[src/sv/mfmd_pkg.sv]
// ----------------------------------------------------------------------------
// mfmd_pkg
// Shared constants and record types for the motor feedback multiturn decoder.
// ----------------------------------------------------------------------------
package mfmd_pkg;

   localparam int COUNTS_PER_TURN = 8192;
   localparam int TURN_SHIFT      = $clog2(COUNTS_PER_TURN);
   localparam int HALF_LIMIT      = COUNTS_PER_TURN / 2 - 1;
   // 360 degrees in q10 per turn, divided by counts per turn
   localparam int DEG_SCALE       = 368640 / COUNTS_PER_TURN;

   localparam logic [1:0] BUS_FIRST  = 2'd0;
   localparam logic [1:0] BUS_SECOND = 2'd1;

   localparam logic [10:0] ID_BUS0_LO = 11'h201;
   localparam logic [10:0] ID_BUS0_HI = 11'h204;
   localparam logic [10:0] ID_BUS1_LO = 11'h205;
   localparam logic [10:0] ID_BUS1_HI = 11'h208;

   localparam logic signed [15:0] TURNS_MIN = 16'sh8000;
   localparam logic signed [15:0] TURNS_MAX = 16'sh7fff;

   typedef struct packed {
      logic        [15:0] offset;
      logic        [15:0] angle;
      logic signed [15:0] speed;
      logic signed [15:0] current;
      logic        [7:0]  temp;
      logic signed [15:0] turns;
   } record_type;

   typedef struct packed {
      logic               hit;
      logic        [2:0]  motor_index;
      logic        [15:0] raw_angle;
      logic signed [15:0] speed;
      logic signed [15:0] current;
      logic        [7:0]  temp;
   } frame_type;

   typedef struct packed {
      logic       en;
      logic [2:0] motor_index;
      record_type rec;
   } write_type;

   typedef struct packed {
      logic       hit;
      logic       first;
      logic [2:0] motor_index;
      record_type rec;
   } stage_type;

endpackage

[src/sv/mfmd_if.sv]
// ----------------------------------------------------------------------------
// mfmd_if
// Valid/ready channels for received frames and decoded motor records.
// ----------------------------------------------------------------------------
interface mfmd_req_if;
   logic        valid;
   logic        ready;
   logic [1:0]  bus_select;
   logic [10:0] frame_id;
   logic [31:0] data_high;
   logic [31:0] data_low;

   modport source (output valid, output bus_select, output frame_id,
                   output data_high, output data_low, input ready);
   modport sink   (input valid, input bus_select, input frame_id,
                   input data_high, input data_low, output ready);
endinterface

interface mfmd_rsp_if;
   logic               valid;
   logic               ready;
   logic               accepted;
   logic               first_frame;
   logic        [2:0]  motor_index;
   logic        [15:0] rotor_angle;
   logic signed [15:0] rotor_speed;
   logic signed [15:0] phase_current;
   logic        [7:0]  temperature;
   logic signed [15:0] turn_count;
   logic signed [29:0] unwrapped_angle;
   logic signed [34:0] total_degrees_q10;

   modport source (output valid, output accepted, output first_frame,
                   output motor_index, output rotor_angle, output rotor_speed,
                   output phase_current, output temperature, output turn_count,
                   output unwrapped_angle, output total_degrees_q10, input ready);
   modport sink   (input valid, input accepted, input first_frame,
                   input motor_index, input rotor_angle, input rotor_speed,
                   input phase_current, input temperature, input turn_count,
                   input unwrapped_angle, input total_degrees_q10, output ready);
endinterface

[src/sv/mfmd_store.sv]
// ----------------------------------------------------------------------------
// mfmd_store
// Per-motor record memory with registered read, plus seen flags.
// ----------------------------------------------------------------------------
module mfmd_store #(
   parameter int DEPTH  = 8,
   parameter int ADDR_W = 3
) (
   input  logic                 clock,
   input  logic                 reset,
   input  logic                 advance,
   input  logic [ADDR_W-1:0]    rd_addr,
   input  logic [ADDR_W-1:0]    seen_addr,
   input  mfmd_pkg::write_type  wr,
   output mfmd_pkg::record_type rd_data,
   output logic                 seen
);
   import mfmd_pkg::*;

   record_type              record_mem [DEPTH];
   record_type              rd_data_ff;
   logic       [DEPTH-1:0]  seen_ff;
   logic       [DEPTH-1:0]  seen_in;
   logic       [ADDR_W-1:0] wr_addr;

   assign wr_addr = wr.motor_index[ADDR_W-1:0];

   always_comb begin
      seen_in = seen_ff;
      if (advance && wr.en) begin
         seen_in[wr_addr] = 1'b1;
      end
   end

   always_ff @(posedge clock) begin
      if (reset) begin
         seen_ff <= '0;
      end else begin
         seen_ff <= seen_in;
      end
   end

   // read returns the old word when the same entry is written this cycle
   always_ff @(posedge clock) begin
      if (advance) begin
         if (wr.en) begin
            record_mem[wr_addr] <= wr.rec;
         end
         rd_data_ff <= record_mem[rd_addr];
      end
   end

   assign rd_data = rd_data_ff;
   assign seen    = seen_ff[seen_addr];

endmodule

[src/sv/mfmd_update.sv]
// ----------------------------------------------------------------------------
// mfmd_update
// Read-modify-write stage: offset capture, record update and turn tracking.
// ----------------------------------------------------------------------------
module mfmd_update #(
   parameter int ADDR_W = 3
) (
   input  logic                 clock,
   input  logic                 reset,
   input  logic                 advance,
   input  logic                 s0_valid,
   input  mfmd_pkg::frame_type  s0_frame,
   input  mfmd_pkg::record_type rd_data,
   input  logic                 seen,
   output logic [ADDR_W-1:0]    seen_addr,
   output mfmd_pkg::write_type  wr,
   output logic                 s2_valid,
   output mfmd_pkg::stage_type  s2_stage
);
   import mfmd_pkg::*;

   localparam logic signed [16:0] HALF_POS = 17'(HALF_LIMIT);
   localparam logic signed [16:0] HALF_NEG = -17'(HALF_LIMIT);

   logic               s1_valid_ff;
   frame_type          s1_frame_ff;
   write_type          fwd_ff;
   logic               s2_valid_ff;
   stage_type          s2_stage_ff;

   logic               fwd_hit;
   record_type         base;
   logic               first;
   logic signed [16:0] delta;
   logic signed [15:0] turns_in;
   record_type         rec_in;
   stage_type          s2_stage_in;

   assign seen_addr = s1_frame_ff.motor_index[ADDR_W-1:0];

   // the previous word's write lands in the same cycle as this word's read
   assign fwd_hit = fwd_ff.en && (fwd_ff.motor_index == s1_frame_ff.motor_index);
   assign base    = fwd_hit ? fwd_ff.rec : rd_data;
   assign first   = !seen;
   assign delta   = $signed({1'b0, s1_frame_ff.raw_angle}) - $signed({1'b0, base.angle});

   always_comb begin
      turns_in = base.turns;
      if (delta > HALF_POS) begin
         if (base.turns != TURNS_MIN) begin
            turns_in = base.turns - 16'sd1;
         end
      end else if (delta < HALF_NEG) begin
         if (base.turns != TURNS_MAX) begin
            turns_in = base.turns + 16'sd1;
         end
      end
   end

   always_comb begin
      rec_in       = '0;
      rec_in.angle = s1_frame_ff.raw_angle;
      if (first) begin
         rec_in.offset = s1_frame_ff.raw_angle;
      end else begin
         rec_in.offset  = base.offset;
         rec_in.speed   = s1_frame_ff.speed;
         rec_in.current = s1_frame_ff.current;
         rec_in.temp    = s1_frame_ff.temp;
         rec_in.turns   = turns_in;
      end
   end

   always_comb begin
      wr.en          = s1_valid_ff && s1_frame_ff.hit;
      wr.motor_index = s1_frame_ff.motor_index;
      wr.rec         = rec_in;
   end

   // ignored frames report an all-zero word
   always_comb begin
      s2_stage_in = '0;
      if (s1_frame_ff.hit) begin
         s2_stage_in.hit         = 1'b1;
         s2_stage_in.first       = first;
         s2_stage_in.motor_index = s1_frame_ff.motor_index;
         s2_stage_in.rec         = rec_in;
      end
   end

   always_ff @(posedge clock) begin
      if (reset) begin
         s1_valid_ff <= 1'b0;
         s2_valid_ff <= 1'b0;
         fwd_ff.en   <= 1'b0;
      end else if (advance) begin
         s1_valid_ff <= s0_valid;
         s2_valid_ff <= s1_valid_ff;
         fwd_ff      <= wr;
      end
   end

   always_ff @(posedge clock) begin
      if (advance) begin
         s1_frame_ff <= s0_frame;
         s2_stage_ff <= s2_stage_in;
      end
   end

   assign s2_valid = s2_valid_ff;
   assign s2_stage = s2_stage_ff;

`ifndef NO_ASSERTIONS
   a_fwd_seen: assert property (@(posedge clock) disable iff (reset)
      (s1_valid_ff && s1_frame_ff.hit && fwd_hit) |-> seen)
      else $error("forwarded entry not marked seen");

   a_turn_step: assert property (@(posedge clock) disable iff (reset)
      (s1_valid_ff && s1_frame_ff.hit && !first) |->
         (turns_in == base.turns || turns_in == base.turns + 16'sd1 ||
          turns_in == base.turns - 16'sd1))
      else $error("turn count moved by more than one");

   a_first_offset: assert property (@(posedge clock) disable iff (reset)
      (s2_valid_ff && s2_stage_ff.first) |->
         (s2_stage_ff.rec.offset == s2_stage_ff.rec.angle && s2_stage_ff.rec.turns == 16'sd0))
      else $error("first frame did not capture offset");
`endif

endmodule

[src/sv/mfmd_angle.sv]
// ----------------------------------------------------------------------------
// mfmd_angle
// Total angle, degree scaling and the output register of the result channel.
// ----------------------------------------------------------------------------
module mfmd_angle (
   input  logic                clock,
   input  logic                reset,
   input  logic                s2_valid,
   input  mfmd_pkg::stage_type s2_stage,
   output logic                advance,
   mfmd_rsp_if.source          rsp_chan
);
   import mfmd_pkg::*;

   localparam logic signed [34:0] DEG_SCALE_W = 35'(DEG_SCALE);

   logic               s3_valid_ff;
   stage_type          s3_stage_ff;
   logic signed [29:0] s3_total_ff;
   logic               out_valid_ff;
   stage_type          out_stage_ff;
   logic signed [29:0] out_total_ff;
   logic signed [34:0] out_deg_ff;

   logic signed [29:0] total_in;
   logic signed [34:0] deg_in;

   assign advance = !out_valid_ff || rsp_chan.ready;

   assign total_in = ($signed(30'($signed(s2_stage.rec.turns))) <<< TURN_SHIFT)
                   + $signed(30'(s2_stage.rec.angle))
                   - $signed(30'(s2_stage.rec.offset));

   assign deg_in = $signed(35'(s3_total_ff)) * DEG_SCALE_W;

   always_ff @(posedge clock) begin
      if (reset) begin
         s3_valid_ff  <= 1'b0;
         out_valid_ff <= 1'b0;
      end else if (advance) begin
         s3_valid_ff  <= s2_valid;
         out_valid_ff <= s3_valid_ff;
      end
   end

   always_ff @(posedge clock) begin
      if (advance) begin
         s3_stage_ff  <= s2_stage;
         s3_total_ff  <= total_in;
         out_stage_ff <= s3_stage_ff;
         out_total_ff <= s3_total_ff;
         out_deg_ff   <= deg_in;
      end
   end

   assign rsp_chan.valid             = out_valid_ff;
   assign rsp_chan.accepted          = out_stage_ff.hit;
   assign rsp_chan.first_frame       = out_stage_ff.first;
   assign rsp_chan.motor_index       = out_stage_ff.motor_index;
   assign rsp_chan.rotor_angle       = out_stage_ff.rec.angle;
   assign rsp_chan.rotor_speed       = out_stage_ff.rec.speed;
   assign rsp_chan.phase_current     = out_stage_ff.rec.current;
   assign rsp_chan.temperature       = out_stage_ff.rec.temp;
   assign rsp_chan.turn_count        = out_stage_ff.rec.turns;
   assign rsp_chan.unwrapped_angle   = out_total_ff;
   assign rsp_chan.total_degrees_q10 = out_deg_ff;

`ifndef NO_ASSERTIONS
   a_first_zero: assert property (@(posedge clock) disable iff (reset)
      (out_valid_ff && out_stage_ff.first) |->
         (out_total_ff == 30'sd0 && out_deg_ff == 35'sd0))
      else $error("first frame reported nonzero total angle");
`endif

endmodule

[src/sv/motor_feedback_multiturn_decoder_unit.sv]
// ----------------------------------------------------------------------------
// motor_feedback_multiturn_decoder_unit
// Pipeline: registers s1, s2, s3 and out; one frame per cycle unless the
// result channel stalls. The per-motor record memory is read per frame and
// written back per matched frame; an index match forwards the prior write.
// Reset: clears stage valids and seen flags; memory content needs no reset.
// ----------------------------------------------------------------------------
module motor_feedback_multiturn_decoder_unit #(
   parameter int MOTOR_COUNT = 8
) (
   input  logic       clock,
   input  logic       reset,
   mfmd_req_if.sink   req_chan,
   mfmd_rsp_if.source rsp_chan
);
   import mfmd_pkg::*;

   localparam int         ADDR_W      = (MOTOR_COUNT > 1) ? $clog2(MOTOR_COUNT) : 1;
   localparam logic [3:0] MOTOR_LIMIT = 4'(MOTOR_COUNT);

   logic              advance;
   logic              s0_valid;
   logic              id_match;
   logic [2:0]        id_offset;
   logic              hit;
   frame_type         s0_frame;
   record_type        rd_data;
   logic              seen;
   logic [ADDR_W-1:0] seen_addr;
   write_type         wr;
   logic              s2_valid;
   stage_type         s2_stage;

   assign id_offset = 3'(req_chan.frame_id - ID_BUS0_LO);

   always_comb begin
      unique case (req_chan.bus_select)
         BUS_FIRST: begin
            id_match = (req_chan.frame_id >= ID_BUS0_LO) && (req_chan.frame_id <= ID_BUS0_HI);
         end
         BUS_SECOND: begin
            id_match = (req_chan.frame_id >= ID_BUS1_LO) && (req_chan.frame_id <= ID_BUS1_HI);
         end
         default: begin
            id_match = 1'b0;
         end
      endcase
   end

   assign hit = id_match && ({1'b0, id_offset} < MOTOR_LIMIT);

   always_comb begin
      s0_frame.hit         = hit;
      s0_frame.motor_index = hit ? id_offset : 3'd0;
      s0_frame.raw_angle   = req_chan.data_high[31:16];
      s0_frame.speed       = $signed(req_chan.data_high[15:0]);
      s0_frame.current     = $signed(req_chan.data_low[31:16]);
      s0_frame.temp        = req_chan.data_low[15:8];
   end

   assign req_chan.ready = advance;
   assign s0_valid       = req_chan.valid && advance;

   mfmd_store #(
      .DEPTH  (MOTOR_COUNT),
      .ADDR_W (ADDR_W)
   ) u_store (
      .clock     (clock),
      .reset     (reset),
      .advance   (advance),
      .rd_addr   (s0_frame.motor_index[ADDR_W-1:0]),
      .seen_addr (seen_addr),
      .wr        (wr),
      .rd_data   (rd_data),
      .seen      (seen)
   );

   mfmd_update #(
      .ADDR_W (ADDR_W)
   ) u_update (
      .clock     (clock),
      .reset     (reset),
      .advance   (advance),
      .s0_valid  (s0_valid),
      .s0_frame  (s0_frame),
      .rd_data   (rd_data),
      .seen      (seen),
      .seen_addr (seen_addr),
      .wr        (wr),
      .s2_valid  (s2_valid),
      .s2_stage  (s2_stage)
   );

   mfmd_angle u_angle (
      .clock    (clock),
      .reset    (reset),
      .s2_valid (s2_valid),
      .s2_stage (s2_stage),
      .advance  (advance),
      .rsp_chan (rsp_chan)
   );

endmodule
[src/flat_wrapper.sv]
// flat-port wrapper written by rule: the top's interface ports become plain ports
module motor_feedback_multiturn_decoder_unit_flat import mfmd_pkg::*;
#(
   parameter int MOTOR_COUNT = 8
)
  (clock, reset, req_chan_valid, req_chan_bus_select, req_chan_frame_id, req_chan_data_high, req_chan_data_low, req_chan_ready, rsp_chan_valid, rsp_chan_accepted, rsp_chan_first_frame, rsp_chan_motor_index, rsp_chan_rotor_angle, rsp_chan_rotor_speed, rsp_chan_phase_current, rsp_chan_temperature, rsp_chan_turn_count, rsp_chan_unwrapped_angle, rsp_chan_total_degrees_q10, rsp_chan_ready);
  mfmd_req_if req_chan_i ();
  mfmd_rsp_if rsp_chan_i ();
  input  logic clock;
  input  logic reset;
  input wire logic [$bits(req_chan_i.valid)-1:0] req_chan_valid;
  input wire logic [$bits(req_chan_i.bus_select)-1:0] req_chan_bus_select;
  input wire logic [$bits(req_chan_i.frame_id)-1:0] req_chan_frame_id;
  input wire logic [$bits(req_chan_i.data_high)-1:0] req_chan_data_high;
  input wire logic [$bits(req_chan_i.data_low)-1:0] req_chan_data_low;
  output wire logic [$bits(req_chan_i.ready)-1:0] req_chan_ready;
  output wire logic [$bits(rsp_chan_i.valid)-1:0] rsp_chan_valid;
  output wire logic [$bits(rsp_chan_i.accepted)-1:0] rsp_chan_accepted;
  output wire logic [$bits(rsp_chan_i.first_frame)-1:0] rsp_chan_first_frame;
  output wire logic [$bits(rsp_chan_i.motor_index)-1:0] rsp_chan_motor_index;
  output wire logic [$bits(rsp_chan_i.rotor_angle)-1:0] rsp_chan_rotor_angle;
  output wire logic [$bits(rsp_chan_i.rotor_speed)-1:0] rsp_chan_rotor_speed;
  output wire logic [$bits(rsp_chan_i.phase_current)-1:0] rsp_chan_phase_current;
  output wire logic [$bits(rsp_chan_i.temperature)-1:0] rsp_chan_temperature;
  output wire logic [$bits(rsp_chan_i.turn_count)-1:0] rsp_chan_turn_count;
  output wire logic [$bits(rsp_chan_i.unwrapped_angle)-1:0] rsp_chan_unwrapped_angle;
  output wire logic [$bits(rsp_chan_i.total_degrees_q10)-1:0] rsp_chan_total_degrees_q10;
  input wire logic [$bits(rsp_chan_i.ready)-1:0] rsp_chan_ready;
  assign req_chan_i.valid = req_chan_valid;
  assign req_chan_i.bus_select = req_chan_bus_select;
  assign req_chan_i.frame_id = req_chan_frame_id;
  assign req_chan_i.data_high = req_chan_data_high;
  assign req_chan_i.data_low = req_chan_data_low;
  assign req_chan_ready = req_chan_i.ready;
  assign rsp_chan_valid = rsp_chan_i.valid;
  assign rsp_chan_accepted = rsp_chan_i.accepted;
  assign rsp_chan_first_frame = rsp_chan_i.first_frame;
  assign rsp_chan_motor_index = rsp_chan_i.motor_index;
  assign rsp_chan_rotor_angle = rsp_chan_i.rotor_angle;
  assign rsp_chan_rotor_speed = rsp_chan_i.rotor_speed;
  assign rsp_chan_phase_current = rsp_chan_i.phase_current;
  assign rsp_chan_temperature = rsp_chan_i.temperature;
  assign rsp_chan_turn_count = rsp_chan_i.turn_count;
  assign rsp_chan_unwrapped_angle = rsp_chan_i.unwrapped_angle;
  assign rsp_chan_total_degrees_q10 = rsp_chan_i.total_degrees_q10;
  assign rsp_chan_i.ready = rsp_chan_ready;
  motor_feedback_multiturn_decoder_unit #(.MOTOR_COUNT(MOTOR_COUNT)) u_core (.clock(clock), .reset(reset), .req_chan(req_chan_i), .rsp_chan(rsp_chan_i));
endmodule
[config.mk]
export PLATFORM = sky130hd
export DESIGN_NAME = motor_feedback_multiturn_decoder_unit_flat
export DESIGN_NICKNAME = d
export VERILOG_FILES = /design/src/sv/mfmd_pkg.sv /design/src/sv/mfmd_if.sv /design/src/sv/mfmd_store.sv /design/src/sv/mfmd_update.sv /design/src/sv/mfmd_angle.sv /design/src/sv/motor_feedback_multiturn_decoder_unit.sv /design/src/flat_wrapper.sv
export SDC_FILE = /design/constraint.sdc
export NUM_CORES = 1
export LEC_CHECK = 0
export BUFFER_PORTS_ARGS = -buffer_cell sky130_fd_sc_hd__clkbuf_2
export CAP_MARGIN = 25
export CORE_MARGIN = 2
export CORE_UTILIZATION = 55
export CTS_CLUSTER_SIZE = 24
export DETAILED_ROUTE_END_ITERATION = 16
export HOLD_SLACK_MARGIN = 0.08
export PLACE_DENSITY = 0.73
export SLEW_MARGIN = 30
export SYNTH_ARGS = -nofsm -noshare
export SYNTH_HDL_FRONTEND = slang
export SYNTH_SLANG_ARGS = --single-unit
export TNS_END_PERCENT = 10
[constraint.sdc]
create_clock -name clock -period 27.6 [get_ports clock]
set_input_delay 1.38 -clock clock [delete_from_list [all_inputs] [get_ports clock]]
set_output_delay 1.38 -clock clock [all_outputs]
set_load 0.02 [all_outputs]
# Yosys cells after proc, flatten, opt, wreduce, memory -nomap -nowiden
# Memory sizes are Yosys's and may differ from the RTL's. A register that Yosys moved wholly into a read port is not among the register bits.
# Cells that the tools add are included.
[word_totals]
reg_bits = 506
ramBits = 704
in_bits = 81
output_inout_bits = 144
word_cells = 98
n_memories = 1
[memory_table]
columns = ["memory", "words", "word_bits", "rd", "rd_clocked_by_memory_dff", "wr", "line_no", "text"]
rows = [
  ["u_core.u_store.record_mem", 8, 88, 1, 1, 1, "mfmd_store.sv:20", "record_type record_mem [DEPTH];"],
]
[op_classes]
addsub = 6
mul = 1
order_cmp = 8
eq_ne = 4
n_mux = 17
bitwise_logic = 2
reduce_logical = 12
[op_table]
columns = ["operator", "n"]
rows = [
  ["$mux W93", 1],
  ["$mux W88", 1],
  ["$mux W16", 5],
  ["$mux W56", 1],
  ["$mul A30 B7 Y35 const B", 1],
  ["$ne A16 B16 Y1 const B", 2],
  ["$add A29 B17 Y30", 1],
  ["$sub A30 B17 Y30", 1],
  ["$ge A11 B10 Y1 const B", 2],
  ["$le A11 B10 Y1 const B", 2],
  ["$gt A17 B13 Y1 const B", 1],
  ["$lt A17 B13 Y1 const B", 1],
  ["$sub A16 B16 Y17", 1],
  ["$add A16 B2 Y16 const B", 1],
  ["$sub A16 B2 Y16 const B", 1],
  ["$or A8 B8 Y8", 1],
  ["$logic_and A1 B1 Y1", 7],
  ["$mux W1", 5],
  ["$lt A3 B4 Y1 const B", 1],
  ["$bmux W1 S3", 1],
  ["$demux W1 S3", 1],
  ["$eq A3 B3 Y1", 1],
  ["$ge A3 B1 Y1 const B", 1],
  ["$mux W3", 1],
  ["other kinds (8)", 9],
]

# Depth between registers and ports, before layout
[logic_depth]
depth_word = 9
mapped_depth = 22
depth_no_buf = 16

# Hierarchy
# Synthesis repeated with hierarchy kept, for this count alone.
[hier_totals]
hier_cells = 3034
area_unflattened_um2 = 53379.9
[by_module_without_submodules]
columns = ["mod", "n_inst", "cells_each", "area_each_um2", "seq_area_each_um2"]
rows = [
  ["mfmd_store", 1, 1154, 29448.2, 23943.0],
  ["mfmd_angle", 1, 940, 13152.6, 7457.2],
  ["mfmd_update", 1, 918, 10618.9, 6185.9],
  ["motor_feedback_multiturn_decoder_unit", 1, 22, 160.2, 0.0],
]

# Worst setup path before layout
# OpenSTA, ideal clock, no wires.
[synth_path]
path_type = "input-to-reg"
start = "input port rsp_chan_ready"
end = "memory u_core.u_store.record_mem[1][0] (netlist bit), enable pin"
arrival_ns = 15.276
slack_ns = 11.809
cell_stages = 5
cell_sequence = "nor2b_1 -> clkbuf_1 -> inv_1 -> nand4_1 -> nor3_1"
[synth_via]
elab_chain_len = 3
[synth_lines]
columns = ["element", "line_no", "text"]
rows = [
  ["start, declared", "flat_wrapper.sv:28", "input wire logic [$bits(rsp_chan_i.ready)-1:0] rsp_chan_ready;"],
  ["$logic_or A1 B1 Y1", "mfmd_angle.sv:28", "assign advance = !out_valid_ff || rsp_chan.ready;"],
  ["via req_chan_ready", "flat_wrapper.sv:16", "output wire logic [$bits(req_chan_i.ready)-1:0] req_chan_ready;"],
  ["$mux W1", "mfmd_store.sv:45", "if (advance) begin"],
  ["$mux W1 (not written as such)", "mfmd_store.sv:47", "record_mem[wr_addr] <= wr.rec;"],
  ["end, declared", "mfmd_store.sv:20", ""],
]
# The timed path passes the listed nets, and every way through them passes these cells.

==> impl_metrics.ini <==
[yosys]
synth_cell_type_count = 79
yosysSeqAreaShare_pct = 67.9
ys_ff_latch = 896
synth_area_um2 = 39500
syn_nets = 3167
synth-edff-count = 883
synthFlopType = edfxtp_1
synthCells = 2869
synth.avg_cell_area_um2 = 13.8
synthArstFlopShare_pct = 0
ys.warnings.count = 0

[drt]
drt_pass1_iterations = 10
routed_wirelength_mm = 84.7
via_count = 23900
drc = 0
antenna_left = 0
vias_per_cell = 5.79
wl_per_cell_um = 20.5
dr.first_iter.drc_count = 2189

[power]
power_density_nw_per_um2 = 116
ir_drop_v = 0.000149
power_leakage_nw = 18.5

[clock_tree]
cts_sinks = 896
cts_setup_buffers = 0
cts-resized-gates = 0
cts.path.max_buffers = 3
cts_root_buf = clkbuf_16
path_clk_slew_ps = 60
htreeDepth = 3
clk-insertion-delay-late_ps = 660
cts_tree = done
postCtsHoldBufs = 0
cts_made_buffers = 91

[floorplan]
dieWidth_um = 272
fp.dieH_um = 272
start_util_pct = 55.4
rows = 98
dieArea_um2 = 73900
io_pins = 225
core_um2 = 71200

[critical_path]
reg2reg_from = u_core.u_update.seen_addr[1]
path_max_fanout = 17
end_kind = flop
critPathKind = flop to flop
critical_path_required_ps = 27930
crit_start = u_core.u_update.seen_addr[1]
critPathLaunchType = flop
cp.arrival_ps = 6280

[grt]
grt_pass1_wl_mm = 130
grt_start_max_net_pins = 174
gr-total-overflow = 0
grt_pass1_vias = 23700
track_usage_pct = 22.8
antenna_found_initial = 1

[sta]
drv_slew = 0
slew_headroom_pct = 27.6
rsz0062_at_grt = no
max_clock_freq_mhz = 168
post-route-min-period_ps = 5950
finalCritPeriodShare_pct = 21.6
setup_tns_ps = 0
skew_ps = 34.6
finalHoldViolCount = 0
setup_violations = 0
holdWs_ps = 414
tightest_slew_ps = 1070

[layout]
layout.cells.non_filler = 4131
drive_gt1_share_pct = 14.1
n_antenna_cell = 0
fillers = 5153
layout_common_cells = edfxtp_1 (883), nand2_1 (393), clkbuf_2 (216), inv_1 (205), nand3_1 (167)
area_growth_pct = 13.7
num-nets-final = 3404
layout_commonest_cell = edfxtp_1

[run]
max-cap-violations = 0

[outcome]
status = finished clean

[placed_design]
hpwl_mm = 51.6
place_inst = 3963
port_buffers = 216
routabilityCongestion = 0.915

[hold_path]
hold_start = u_core.u_angle.s3_stage_ff[37]
hp-class = flop to flop
-- cells in the mapped netlist (32+ instances only) --
cell      instances  area share [%]
clkbuf_1         86            0.82
o21ai_0          58            0.74
a21oi_1          76            0.96
nor2_1           90            0.86
o31ai_1          51            0.97
nand2_1         395             3.8
and2_1           40            0.63
edfxtp_1        883              67
inv_1           209             2.0
mux2i_1          68             1.7
and3_1           96             1.5
nand3_1         167             2.1
xnor2_1          45             1.0
fa_1             61             3.1
ha_1            156             4.9
nor3_1           32            0.41
o22ai_1          48            0.76
-- critical path, cell delays in order, from the launching register on --
cell       delay (ps)
edfxtp_1          600
xnor2_2           310
nand4_4           440
mux2_2            470
ha_1              180
inv_1              60
fa_1              410
nor2b_1           210
o2111ai_1         140
a2111oi_0         380
and4_1            250
o311ai_1          130
or4b_4            630
a31o_1            320
o32a_1            410
mux2i_1           660
-- cell type report --
class	count	area, um2	share of cell area, %
clock buffer	110	2400	5.35
clock inverter	58	731	1.63
sequential	896	26800	59.7
inverter	209	800	1.78
multi-input combinational	1650	11500	25.7
tap	950	1190	2.65
timing repair buffer	258	1420	3.17
-- routing by layer --
layer  GRT usage (%)  vias up  wire length [um]
met3            3.60      159              6610
met1            29.9    11700             33800
met5               0        -                 0
met4            8.68        0              2460
met2            38.5     1013             41800
li1                -    11000                 -
-- per-stage QoR --
stage / cell area, um2 / worst slack [ps] / power, mW / util, %
after floorplan: 39500 / 11810 / 3.51 / -
after global placement: 41700 / 21590 / 3.88 / 58.5
after detailed placement: 41700 / 21820 / 3.94 / 58.5
after CTS: 44800 / 21750 / 5.21 / 62.9
after global routing: 44900 / 21400 / 5.57 / 63.0
final: 44900 / 21650 / 5.20 / 63.0
-- registers in the layout, indices dropped and copies added (netlist names), 33 cells and up --
name / count
u_core.u_angle.rsp_chan.total_degrees_q10: 33
u_core.u_angle.s3_stage_ff: 77
u_core.u_store.rd_data: 48
u_core.u_store.record_mem: 384
u_core.u_update.fwd_ff: 52
u_core.u_update.s1_frame_ff: 41
u_core.u_update.s2_stage: 93
-- cells by family (layout without fill, tap and decap cells) --
logic type | Yosys count | in the layout | synth area share, %
mux | 85 | 85 | 2.27
fa+ha+maj | 217 | 217 | 8.04
buf+inv | 323 | 635 | 3.16
simple gates | 917 | 917 | 11.0
compound gates | 369 | 369 | 6.23
xor+xnor | 62 | 62 | 1.41
flops | 896 | 896 | 67.9
-- worst paths after layout --
| path | endpoint | cells past startpoint | slack, ps |
|---|---|---|---|
| max | u_core.u_update.fwd_ff[6] | 15 | 21650 |
| min | u_core.u_angle.rsp_chan.phase_current[13] | 0 | 410 |
| max reg2reg | u_core.u_update.fwd_ff[6] | 15 | 21650 |
| min reg2reg | u_core.u_angle.rsp_chan.phase_current[13] | 0 | 410 |
-- power by group --
| group | switching, mW | leakage (nW) | internal [mW] | total, mW |
|---|---|---|---|---|
| clock network | 0.518 | 1.52 | 0.740 | 1.26 |
| logic | 1.23 | 7.51 | 0.945 | 2.18 |
| registers | 0.0559 | 9.45 | 1.71 | 1.76 |
Power figures use the tool's default switching activity.
